### src/rtl/sbus_frame_decoder_macros.svh
// ----------------------------------------------------------------------------
// sbus_frame_decoder_macros.svh
// Assertion shorthands for the frame decoder.
// ----------------------------------------------------------------------------
`ifndef SBUS_FRAME_DECODER_MACROS_SVH
`define SBUS_FRAME_DECODER_MACROS_SVH

// Same-cycle implication, sampled on the rising edge, off while in reset.
`define SBUS_ASSERT_IMPL(label, clk, rst_n, ante, cons) \
	label: assert property (@(posedge clk) disable iff (!rst_n) (ante) |-> (cons)) \
		else $error("sbus_frame_decoder: assertion failed");

// Next-cycle implication.
`define SBUS_ASSERT_NEXT(label, clk, rst_n, ante, cons) \
	label: assert property (@(posedge clk) disable iff (!rst_n) (ante) |=> (cons)) \
		else $error("sbus_frame_decoder: assertion failed");

`endif

### src/rtl/sbus_pkg.sv
// ----------------------------------------------------------------------------
// sbus_pkg
// Shared constants and types of the 16-channel frame decoder.
// ----------------------------------------------------------------------------
package sbus_pkg;

	localparam int CHANNELS  = 16;
	localparam int CH_W      = $clog2(CHANNELS);
	localparam int RAW_W     = 11;
	localparam int BAND_W    = 8;
	localparam int NORM_W    = 16;
	localparam int FRAC_BITS = 14;
	localparam int QUO_W     = FRAC_BITS + 1;
	localparam int STEP_W    = 4;
	localparam int ACC_W     = 18;
	localparam int HELD_W    = 5;
	localparam int POS_W     = 5;
	localparam int ADDR_W    = 4;
	localparam int DATA_W    = 32;

	localparam logic [7:0]        HEADER_BYTE = 8'h0F;
	localparam logic [POS_W-1:0]  POS_IDLE    = 5'd31;
	localparam logic [POS_W-1:0]  POS_FLAGS   = 5'd23;
	localparam logic [POS_W-1:0]  POS_FOOTER  = 5'd24;
	localparam logic [QUO_W-1:0]  Q_ONE       = 15'd16384;

	localparam logic [RAW_W-1:0]  MAX_RST     = 11'd1680;
	localparam logic [RAW_W-1:0]  NEUTRAL_RST = 11'd1024;
	localparam logic [RAW_W-1:0]  MIN_RST     = 11'd368;
	localparam logic [BAND_W-1:0] BAND_RST    = 8'd20;

	// register indexes (byte address / 4)
	localparam logic [1:0] REG_MAX     = 2'd0;
	localparam logic [1:0] REG_NEUTRAL = 2'd1;
	localparam logic [1:0] REG_MIN     = 2'd2;
	localparam logic [1:0] REG_BAND    = 2'd3;

	localparam logic [1:0] LINK_OK       = 2'd0;
	localparam logic [1:0] LINK_LOST     = 2'd1;
	localparam logic [1:0] LINK_FAILSAFE = 2'd2;

	typedef struct packed {
		logic             start;
		logic [RAW_W-1:0] dividend;
		logic [RAW_W-1:0] divisor;
	} div_req_t;

	typedef struct packed {
		logic             done;
		logic [QUO_W-1:0] quotient;
	} div_rsp_t;

endpackage

### src/rtl/sbus_in_if.sv
// ----------------------------------------------------------------------------
// sbus_in_if
// Byte channel into the decoder: one received byte per transaction.
// ----------------------------------------------------------------------------
interface sbus_in_if import sbus_pkg::*; ();
	logic       valid;
	logic       ready;
	logic [7:0] frame_byte;
	logic       frame_start;

	modport source (output valid, output frame_byte, output frame_start, input ready);
	modport sink   (input valid, input frame_byte, input frame_start, output ready);
endinterface

### src/rtl/sbus_out_if.sv
// ----------------------------------------------------------------------------
// sbus_out_if
// Result channel: one decoded channel per transaction.
// ----------------------------------------------------------------------------
interface sbus_out_if import sbus_pkg::*; ();
	logic                     valid;
	logic                     ready;
	logic [CH_W-1:0]          channel_index;
	logic [RAW_W-1:0]         raw_value;
	logic signed [NORM_W-1:0] normalized;
	logic                     digital_one;
	logic                     digital_two;
	logic [1:0]               link_status;
	logic                     last;

	modport source (output valid, output channel_index, output raw_value, output normalized,
		output digital_one, output digital_two, output link_status, output last,
		input ready);
	modport sink (input valid, input channel_index, input raw_value, input normalized,
		input digital_one, input digital_two, input link_status, input last,
		output ready);
endinterface

### src/rtl/sbus_qdiv.sv
// ----------------------------------------------------------------------------
// sbus_qdiv
// Restoring divider, one compare/subtract per cycle: dividend * 2^14 / divisor
// saturated to 2^14. Zero divisor saturates.
// ----------------------------------------------------------------------------
module sbus_qdiv import sbus_pkg::*; (
	input  logic     clk,
	input  logic     arst_n,
	input  div_req_t req,
	output div_rsp_t rsp
);

	logic              busy_q;
	logic              done_q;
	logic [STEP_W-1:0] step_q;
	logic [RAW_W:0]    rem_q;
	logic [RAW_W-1:0]  div_q;
	logic [FRAC_BITS-1:0] quo_q;
	logic              sat_q;

	logic [RAW_W:0] cand;
	logic [RAW_W:0] diff;
	logic           ge;

	// step 0 checks the integer bit, later steps shift the remainder first
	assign cand = (step_q == '0) ? rem_q : {rem_q[RAW_W-1:0], 1'b0};
	assign ge   = cand >= {1'b0, div_q};
	assign diff = cand - {1'b0, div_q};

	always_ff @(posedge clk or negedge arst_n) begin
		if (!arst_n) begin
			busy_q <= 1'b0;
			done_q <= 1'b0;
			step_q <= '0;
		end else begin
			done_q <= 1'b0;
			if (req.start) begin
				busy_q <= 1'b1;
				step_q <= '0;
			end else if (busy_q) begin
				if (step_q == '0) begin
					if (ge) begin
						busy_q <= 1'b0;
						done_q <= 1'b1;
					end else begin
						step_q <= 4'd1;
					end
				end else if (step_q == STEP_W'(FRAC_BITS)) begin
					busy_q <= 1'b0;
					done_q <= 1'b1;
				end else begin
					step_q <= step_q + 4'd1;
				end
			end
		end
	end

	always_ff @(posedge clk) begin
		if (req.start) begin
			rem_q <= {1'b0, req.dividend};
			div_q <= req.divisor;
			sat_q <= 1'b0;
		end else if (busy_q) begin
			if (step_q == '0) begin
				sat_q <= ge;
			end else begin
				rem_q <= ge ? diff : cand;
				quo_q <= {quo_q[FRAC_BITS-2:0], ge};
			end
		end
	end

	assign rsp.done     = done_q;
	assign rsp.quotient = sat_q ? Q_ONE : {1'b0, quo_q};

endmodule

### src/rtl/sbus_frame_decoder.sv
// A header, data or footer byte is taken while idle; input stays ready for the next byte.
// The flags byte of a valid frame starts 16 results, each made by a store read, setup,
// a pass through the shared divider (skipped inside the dead band) and output, which
// waits for a ready sink; no byte is taken until the last result is accepted.
// Reset (arst_n low, asynchronous): registers to calibration defaults, no frame open.
// ----------------------------------------------------------------------------
// sbus_frame_decoder
// Unpacks 16 x 11-bit channels from a 25-byte serial RC frame and emits one
// normalized result per channel when the flags byte of a frame with a 0x0F header arrives.
// ----------------------------------------------------------------------------
`include "sbus_frame_decoder_macros.svh"

module sbus_frame_decoder import sbus_pkg::*; (
	input  logic              clk,
	input  logic              arst_n,
	sbus_in_if.sink           frame,
	sbus_out_if.source        result,
	input  logic              psel,
	input  logic              penable,
	input  logic              pwrite,
	input  logic [ADDR_W-1:0] paddr,
	input  logic [DATA_W-1:0] pwdata,
	output logic [DATA_W-1:0] prdata,
	output logic              pready
);

	typedef enum logic [4:0] {
		ST_IDLE  = 5'b00001,
		ST_READ  = 5'b00010,
		ST_SETUP = 5'b00100,
		ST_DIV   = 5'b01000,
		ST_OUT   = 5'b10000
	} state_t;

	// ---------------- configuration registers ----------------
	logic [RAW_W-1:0]  stick_max_q;
	logic [RAW_W-1:0]  stick_neutral_q;
	logic [RAW_W-1:0]  stick_min_q;
	logic [BAND_W-1:0] dead_band_q;
	logic              cfg_wr;
	logic [1:0]        cfg_idx;

	assign pready  = 1'b1;
	assign cfg_idx = paddr[ADDR_W-1:2];
	assign cfg_wr  = psel && penable && pwrite && pready;

	always_ff @(posedge clk or negedge arst_n) begin
		if (!arst_n) begin
			stick_max_q     <= MAX_RST;
			stick_neutral_q <= NEUTRAL_RST;
			stick_min_q     <= MIN_RST;
			dead_band_q     <= BAND_RST;
		end else if (cfg_wr) begin
			unique case (cfg_idx)
				REG_MAX:     stick_max_q     <= pwdata[RAW_W-1:0];
				REG_NEUTRAL: stick_neutral_q <= pwdata[RAW_W-1:0];
				REG_MIN:     stick_min_q     <= pwdata[RAW_W-1:0];
				REG_BAND:    dead_band_q     <= pwdata[BAND_W-1:0];
				default:     ;
			endcase
		end
	end

	always_comb begin
		prdata = '0;
		unique case (cfg_idx)
			REG_MAX:     prdata = DATA_W'(stick_max_q);
			REG_NEUTRAL: prdata = DATA_W'(stick_neutral_q);
			REG_MIN:     prdata = DATA_W'(stick_min_q);
			REG_BAND:    prdata = DATA_W'(dead_band_q);
			default:     prdata = '0;
		endcase
	end

	// ---------------- frame tracking and bit unpacking ----------------
	state_t            state_q;
	logic [POS_W-1:0]  pos_q;        // byte position in the frame, POS_IDLE when closed
	logic              hdr_ok_q;     // header of the open frame was 0x0F
	logic [ACC_W-1:0]  acc_q;        // unconsumed bits, LSB first
	logic [HELD_W-1:0] held_q;       // number of valid bits in acc_q
	logic [CH_W:0]     filled_q;     // channels written so far
	logic [CH_W-1:0]   k_q;          // channel being emitted
	logic [7:0]        flags_q;

	logic              in_acc;
	logic [ACC_W-1:0]  acc_ext;
	logic [HELD_W-1:0] held_sum;
	logic              take_ch;
	logic              data_byte;

	assign frame.ready = (state_q == ST_IDLE);
	assign in_acc      = frame.valid && frame.ready;

	// held_q never exceeds 10, so the shifted byte always fits in 18 bits
	assign acc_ext   = acc_q | (ACC_W'(frame.frame_byte) << held_q);
	assign held_sum  = held_q + HELD_W'(8);
	assign data_byte = in_acc && !frame.frame_start && (pos_q < POS_FLAGS);
	// at most one channel completes per byte (10 + 8 - 11 < 11)
	assign take_ch   = hdr_ok_q && (held_sum >= HELD_W'(RAW_W))
		&& (filled_q < (CH_W + 1)'(CHANNELS));

	// channel store: one write port (unpacking), one registered read port (emission)
	logic [RAW_W-1:0] store_mem [CHANNELS];
	logic [RAW_W-1:0] raw_q;

	always_ff @(posedge clk) begin
		if (data_byte && take_ch) begin
			store_mem[filled_q[CH_W-1:0]] <= acc_ext[RAW_W-1:0];
		end
		if (state_q == ST_READ) begin
			raw_q <= store_mem[k_q];
		end
	end

	// ---------------- normalization setup ----------------
	// Both sides reduce to |num| / |den| with the result negative exactly when
	// the selected divisor is negative; a zero divisor saturates positive.
	logic [RAW_W:0]   r12, n12, b12;
	logic             above, below;
	logic [RAW_W:0]   den_hi, den_lo, den_sel;
	logic             den_neg;
	logic [RAW_W:0]   num_hi, num_lo;
	logic [RAW_W:0]   den_abs;
	logic             den_neg_q;
	div_req_t         div_req;
	div_rsp_t         div_rsp;

	assign r12     = {1'b0, raw_q};
	assign n12     = {1'b0, stick_neutral_q};
	assign b12     = (RAW_W + 1)'(dead_band_q);
	assign above   = r12 > (n12 + b12);
	assign below   = (r12 + b12) < n12;
	assign den_hi  = {1'b0, stick_max_q} - n12;
	assign den_lo  = {1'b0, stick_min_q} - n12;
	assign den_sel = above ? den_hi : den_lo;
	assign den_neg = den_sel[RAW_W];
	assign den_abs = den_neg ? (~den_sel + 1'b1) : den_sel;
	assign num_hi  = r12 - n12;
	assign num_lo  = n12 - r12;

	assign div_req.start    = (state_q == ST_SETUP) && (above || below);
	assign div_req.dividend = above ? num_hi[RAW_W-1:0] : num_lo[RAW_W-1:0];
	assign div_req.divisor  = den_abs[RAW_W-1:0];

	sbus_qdiv u_div (
		.clk    (clk),
		.arst_n (arst_n),
		.req    (div_req),
		.rsp    (div_rsp)
	);

	logic [NORM_W-1:0] q_ext;
	assign q_ext = NORM_W'(div_rsp.quotient);

	// ---------------- output register ----------------
	logic                     out_valid_q;
	logic [CH_W-1:0]          out_idx_q;
	logic [RAW_W-1:0]         out_raw_q;
	logic signed [NORM_W-1:0] out_norm_q;
	logic                     out_d1_q;
	logic                     out_d2_q;
	logic [1:0]               out_link_q;
	logic                     out_last_q;

	assign result.valid         = out_valid_q;
	assign result.channel_index = out_idx_q;
	assign result.raw_value     = out_raw_q;
	assign result.normalized    = out_norm_q;
	assign result.digital_one   = out_d1_q;
	assign result.digital_two   = out_d2_q;
	assign result.link_status   = out_link_q;
	assign result.last          = out_last_q;

	// ---------------- sequencer ----------------
	always_ff @(posedge clk or negedge arst_n) begin
		if (!arst_n) begin
			state_q     <= ST_IDLE;
			pos_q       <= POS_IDLE;
			hdr_ok_q    <= 1'b0;
			acc_q       <= '0;
			held_q      <= '0;
			filled_q    <= '0;
			k_q         <= '0;
			out_valid_q <= 1'b0;
		end else begin
			unique case (state_q)
				ST_IDLE: begin
					if (in_acc) begin
						priority if (frame.frame_start) begin
							// new frame, drops any open one
							hdr_ok_q <= (frame.frame_byte == HEADER_BYTE);
							acc_q    <= '0;
							held_q   <= '0;
							filled_q <= '0;
							pos_q    <= 5'd1;
						end else if (pos_q == POS_IDLE) begin
							// stray byte outside a frame
						end else if (pos_q < POS_FLAGS) begin
							if (hdr_ok_q) begin
								if (take_ch) begin
									acc_q    <= acc_ext >> RAW_W;
									held_q   <= held_sum - HELD_W'(RAW_W);
									filled_q <= filled_q + 1'b1;
								end else begin
									acc_q  <= acc_ext;
									held_q <= held_sum;
								end
							end
							pos_q <= pos_q + 1'b1;
						end else if (pos_q == POS_FLAGS) begin
							pos_q <= POS_FOOTER;
							if (hdr_ok_q) begin
								k_q     <= '0;
								state_q <= ST_READ;
							end
						end else begin
							// footer closes the frame
							pos_q <= POS_IDLE;
						end
					end
				end
				ST_READ: begin
					state_q <= ST_SETUP;
				end
				ST_SETUP: begin
					if (above || below) begin
						state_q <= ST_DIV;
					end else begin
						state_q     <= ST_OUT;
						out_valid_q <= 1'b1;
					end
				end
				ST_DIV: begin
					if (div_rsp.done) begin
						state_q     <= ST_OUT;
						out_valid_q <= 1'b1;
					end
				end
				ST_OUT: begin
					if (result.ready) begin
						out_valid_q <= 1'b0;
						if (k_q == CH_W'(CHANNELS - 1)) begin
							state_q <= ST_IDLE;
						end else begin
							k_q     <= k_q + 1'b1;
							state_q <= ST_READ;
						end
					end
				end
				default: state_q <= ST_IDLE;
			endcase
		end
	end

	// payload registers, no reset
	always_ff @(posedge clk) begin
		if (in_acc && !frame.frame_start && (pos_q == POS_FLAGS)) begin
			flags_q <= frame.frame_byte;
		end
		if (state_q == ST_SETUP) begin
			den_neg_q  <= den_neg;
			out_idx_q  <= k_q;
			out_raw_q  <= raw_q;
			out_norm_q <= '0;
			out_d1_q   <= flags_q[0];
			out_d2_q   <= flags_q[1];
			out_last_q <= (k_q == CH_W'(CHANNELS - 1));
			priority if (flags_q[3]) begin
				out_link_q <= LINK_FAILSAFE;
			end else if (flags_q[2]) begin
				out_link_q <= LINK_LOST;
			end else begin
				out_link_q <= LINK_OK;
			end
		end
		if ((state_q == ST_DIV) && div_rsp.done) begin
			out_norm_q <= den_neg_q ? (~q_ext + 1'b1) : q_ext;
		end
	end

	// ---------------- assertions ----------------
	`SBUS_ASSERT_IMPL(a_no_input_while_emitting, clk, arst_n, frame.ready, !result.valid)
	`SBUS_ASSERT_NEXT(a_ready_after_last, clk, arst_n,
		result.valid && result.ready && result.last, frame.ready)
	`SBUS_ASSERT_IMPL(a_div_done_in_div, clk, arst_n, div_rsp.done, state_q == ST_DIV)
	`SBUS_ASSERT_IMPL(a_filled_bound, clk, arst_n, 1'b1,
		filled_q <= (CH_W + 1)'(CHANNELS))

endmodule
### src/flat_wrapper.sv
// flat-port wrapper written by rule: the top's interface ports become plain ports
module sbus_frame_decoder_flat import sbus_pkg::*;
  (clk, arst_n, psel, penable, pwrite, paddr, pwdata, prdata, pready, frame_valid, frame_frame_byte, frame_frame_start, frame_ready, result_valid, result_channel_index, result_raw_value, result_normalized, result_digital_one, result_digital_two, result_link_status, result_last, result_ready);
  sbus_in_if frame_i ();
  sbus_out_if result_i ();
  input  logic clk;
  input  logic arst_n;
  input  logic psel;
  input  logic penable;
  input  logic pwrite;
  input  logic [ADDR_W-1:0] paddr;
  input  logic [DATA_W-1:0] pwdata;
  output logic [DATA_W-1:0] prdata;
  output logic pready;
  input wire logic [$bits(frame_i.valid)-1:0] frame_valid;
  input wire logic [$bits(frame_i.frame_byte)-1:0] frame_frame_byte;
  input wire logic [$bits(frame_i.frame_start)-1:0] frame_frame_start;
  output wire logic [$bits(frame_i.ready)-1:0] frame_ready;
  output wire logic [$bits(result_i.valid)-1:0] result_valid;
  output wire logic [$bits(result_i.channel_index)-1:0] result_channel_index;
  output wire logic [$bits(result_i.raw_value)-1:0] result_raw_value;
  output wire logic [$bits(result_i.normalized)-1:0] result_normalized;
  output wire logic [$bits(result_i.digital_one)-1:0] result_digital_one;
  output wire logic [$bits(result_i.digital_two)-1:0] result_digital_two;
  output wire logic [$bits(result_i.link_status)-1:0] result_link_status;
  output wire logic [$bits(result_i.last)-1:0] result_last;
  input wire logic [$bits(result_i.ready)-1:0] result_ready;
  assign frame_i.valid = frame_valid;
  assign frame_i.frame_byte = frame_frame_byte;
  assign frame_i.frame_start = frame_frame_start;
  assign frame_ready = frame_i.ready;
  assign result_valid = result_i.valid;
  assign result_channel_index = result_i.channel_index;
  assign result_raw_value = result_i.raw_value;
  assign result_normalized = result_i.normalized;
  assign result_digital_one = result_i.digital_one;
  assign result_digital_two = result_i.digital_two;
  assign result_link_status = result_i.link_status;
  assign result_last = result_i.last;
  assign result_i.ready = result_ready;
  sbus_frame_decoder u_core (.clk(clk), .arst_n(arst_n), .frame(frame_i), .result(result_i), .psel(psel), .penable(penable), .pwrite(pwrite), .paddr(paddr), .pwdata(pwdata), .prdata(prdata), .pready(pready));
endmodule
### config.mk
export PLATFORM = sky130hd
export DESIGN_NAME = sbus_frame_decoder_flat
export DESIGN_NICKNAME = d
export VERILOG_FILES = /design/src/rtl/sbus_pkg.sv /design/src/rtl/sbus_in_if.sv /design/src/rtl/sbus_out_if.sv /design/src/rtl/sbus_qdiv.sv /design/src/rtl/sbus_frame_decoder.sv /design/src/flat_wrapper.sv
export VERILOG_INCLUDE_DIRS = /design/src /design/src/rtl
export SDC_FILE = /design/constraint.sdc
export NUM_CORES = 1
export LEC_CHECK = 0
export BUFFER_PORTS_ARGS = -buffer_cell sky130_fd_sc_hd__buf_4
export CAP_MARGIN = 20
export CORE_MARGIN = 2
export CORE_UTILIZATION = 40
export CTS_CLUSTER_SIZE = 10
export DETAILED_ROUTE_END_ITERATION = 7
export MAX_ROUTING_LAYER = met4
export SLEW_MARGIN = 20
export SYNTH_ARGS = -nofsm -noshare
export SYNTH_HDL_FRONTEND = slang
export SYNTH_HIERARCHICAL = 1
export SYNTH_SLANG_ARGS = --single-unit
### constraint.sdc
create_clock -name clk -period 5.3 [get_ports clk]
set_input_delay 0.265 -clock clk [delete_from_list [all_inputs] [get_ports clk]]
set_output_delay 0.265 -clock clk [all_outputs]
set_load 0.005 [all_outputs]
==> flow_summary.yaml <==
timing:
  tightest_slew_ps: 1040
  period_share_pct: 98.2
  rsz0062_at_grt: "true"
  final-max-slew-violation-count: 0
  tns_ps: 0
  setup_viol: 0
  fmax_mhz: 192
  period_needed_ps: 5210
  clock_skew_ps: 15.4
  final-hold-violation-count: 0
  slew-limit-headroom_pct: 30.5
  timing.hold.ws_ps: 36.0
global_route:
  grt_pass1_vias: 12500
  grt_max_degree: 66
  grt_pass1_wl_um: 71700
  antenna_found_initial: 1
  globalRouteOverflowTotal: 0
  grt_use_total_pct: 19.3
status:
  outcome: "complete, no violations"
setup_path:
  regToRegSetupSlack_ps: 90
  r2r_start: "u_core/dead_band_q[0]$_DFFE_PN0P_"
  critPathCaptureType: "flop"
  arrival_ps: 5520
  worstSetupPathType: "flop to flop"
  reg2reg_to: "u_core/u_div/div_q[10]$_DFFE_PP_"
  cp.required_ps: 5610
  rr_worst_depth: 25
  worst_setup_path_start_kind: "flop"
  cp_max_fo: 4
power:
  internal_power_mw: 7.64
  p_leak_nw: 8.59
  switching_share_pct: 35.6
  clkPwrFrac_pct: 22.5
  p_per_area_mw_per_mm2: 532
  p_switching_mw: 4.23
  vdd_drop_max_uv: 245
  pwr-share-comb_pct: 44.1
  p_seq_share_pct: 33.4
logic_synthesis:
  yosysSeqAreaShare_pct: 54.0
  synth_edf_count: 264
  synth-seq-cells: 357
  synthMostInstantiatedCell: "edfxtp_1"
  synth_commonest_cells: "edfxtp_1, ha_1, nor2_1"
  synth_top_area_share_pct: 41.7
  syn_inst: 1517
  yosys_most_used_dff: "edfxtp_1"
  synth_warnings: 6
  avgSynthCellArea_um2: 12.5
  synth.largest_area_cell: "edfxtp_1"
  ys_types: 97
  synth_area_leaders: "edfxtp_1, dfrtp_1, ha_1"
  syn_area_mm2: 0.0190
  async_reset_ff_share_pct: 25.5
die:
  core_mm2: 0.0468
  start_util_pct: 40.6
  die_w_um: 222
  fp.dieH_um: 222
  rows: 79
  io_pins: 123
  fp.dieArea_mm2: 0.0492
drt:
  postRouteWirelength_um: 46200
  drc: 0
  drt-pass1-iter-count: 5
  via_per_inst: 5.44
  num_vias: 12500
  drtIter0Drc: 1013
  drtAntennaViolNets: 0
  avgRoutedWirePerCell_um: 20.0
clocking:
  cts.reportedPaths.clkPinSlew_ps: 60
  cts.sinks: 357
  cts_root_buffer: "clkbuf_16"
  ctsHtreeMaxLevel: 2
  numCtsBuffers: 43
  cts_tree: "done"
  insertion_delay_ps: 580
  cts_buffer_depth: 3
worst_hold_path:
  hold-path-endpoint: "u_core/hdr_ok_q$_DFFE_PN0P_"
  hold_path_depth: 4
  hp-class: "input pin to flop"
  min_from: "frame_frame_byte[5]"
final_layout:
  drive_gt1_share_pct: 23.8
  nets: 1821
  area_growth_pct: 17.5
  fillerInstances: 4194
flow_run:
  drv_cap: 0
placement:
  place.gp.congestion: 0.845
  io_buffers: 77
  dp_hpwl_um: 32500
sequential cells by signal (all words and copies together) (netlist names), 5 cells and up:
register                  count
u_core/store_mem            176
u_core/acc_q                 18
u_core/result.normalized     16
u_core/u_div/quo_q           14
u_core/u_div/rem_q           12
u_core/raw_q                 11
u_core/result.raw_value      11
u_core/stick_max_q           11
u_core/stick_min_q           11
u_core/stick_neutral_q       11
u_core/u_div/div_q           11
u_core/dead_band_q            8
u_core/filled_q               5
u_core/held_q                 5
u_core/pos_q                  5
u_core/state_q                5
worst max-delay path by stage:
stage	from	endpoint	slack (ps)	cells past startpoint
floorplan	u_core/stick_neutral_q[0]$_DFFE_PN0P_	u_core/u_div/div_q[10]$_DFFE_PP_	60	20
global placement	u_core/stick_neutral_q[0]$_DFFE_PN0P_	u_core/u_div/div_q[10]$_DFFE_PP_	9	23
detailed placement	u_core/stick_neutral_q[0]$_DFFE_PN0P_	u_core/u_div/div_q[10]$_DFFE_PP_	-120	23
CTS	u_core/stick_neutral_q[0]$_DFFE_PN0P_	u_core/u_div/div_q[10]$_DFFE_PP_	-3	21
global route	u_core/dead_band_q[0]$_DFFE_PN0P_	u_core/u_div/div_q[10]$_DFFE_PP_	-160	25
finish	u_core/dead_band_q[0]$_DFFE_PN0P_	u_core/u_div/div_q[10]$_DFFE_PP_	90	25
metal layers:
layer | vias to the layer above | GRT usage, % | share of wire [%]
li1 | 5971 | - | -
met1 | 6232 | 24.4 | 43
met2 | 260 | 31.9 | 50
met3 | 70 | 2.69 | 4.0
met4 | 0 | 6.34 | 2.7
met5 | - | - | 0
power by group through the flow:
stage	combinational [mW]	sequential (mW)	clock, mW
after floorplan	3.46	3.90	0
after global placement	4.55	4.00	0
after detailed placement	4.66	4.02	0
after CTS	4.73	3.96	2.75
after global routing	5.77	4.01	2.87
final	5.24	3.97	2.67
worst max-delay path: stages (launching register included):
cell and delay [ps]:
dfrtp_1 380, ha_2 210, fa_2 390, a21o_1 170, a21oi_2 130, nor2b_1 60
o21a_1 220, nor2_1 130, xor2_1 200, ha_1 300, nand4_1 150, nor3_2 70
a21oi_2 140, o311ai_4 130, buf_12 160, buf_12 120, mux2i_1 120, ha_2 200
fa_2 340, nand2b_4 160, a21oi_4 220, o31a_2 170, o32a_1 200, nand2_2 100
o41ai_4 350, xnor2_1 100
cell type report:
cell class | instances | area [µm²] | share of cell area (%)
multi-input cells | 1031 | 8410 | 37.7
well taps | 607 | 759 | 3.40
diodes | 1 | 2.50 | 0.0112
repair buffers | 167 | 1350 | 6.03
flip-flops and latches | 357 | 10300 | 46.0
clock buffers | 63 | 1170 | 5.25
inverters | 70 | 268 | 1.20
clock inverters | 7 | 86.3 | 0.387
logic make-up (layout without fill, tap and decap cells):
group	Yosys count	in the layout	synth area share, %
adder cells (fa/ha/maj)	99	99	6.76
buffers and inverters	149	307	3.64
multiplexers	175	175	11.8
XOR/XNOR	66	66	3.12
flip-flops	357	357	54.0
other	2	23	0.0395
AND/OR/NAND/NOR	341	341	9.03
AO/OA/AOI/OAI	328	328	11.6
repair_timing:
| item | 4_1_cts | 5_1_grt |
|---|---|---|
| hold buffers | 17 | 0 |
| resized for setup | 4 | 52 |
| hold endpoints to repair | 71 | 0 |
| buffers inserted | 2 | 13 |
| pin swaps | 0 | 26 |
| setup endpoints to repair | 3 | 22 |
per-stage QoR:
step	util (%)	cells	worst slack (ps)	power (mW)	cell area [µm²]
after floorplan	-	1537	56.3	7.36	19100
after global placement	43.8	2200	9.17	8.56	20500
after detailed placement	43.8	2200	-118	8.67	20500
after CTS	46.9	2289	-3.46	11.4	21900
after global routing	47.7	2303	-165	12.6	22300
final	47.7	2303	93.5	11.9	22300
layout by cell type, fill, tap and decap left out, types with 30 or more instances in the layout:
cell type	count
inv_1	66
buf_4	145
xnor2_1	38
nor2_1	88
o21ai_0	71
a21o_1	34
edfxtp_1	264
nand2_1	87
ha_1	83
mux2i_1	65
clkbuf_16	43
a21oi_1	75
dfrtp_1	73
mux2_2	74
mux4_2	30
No activity file was read; power rests on OpenSTA's default activity.
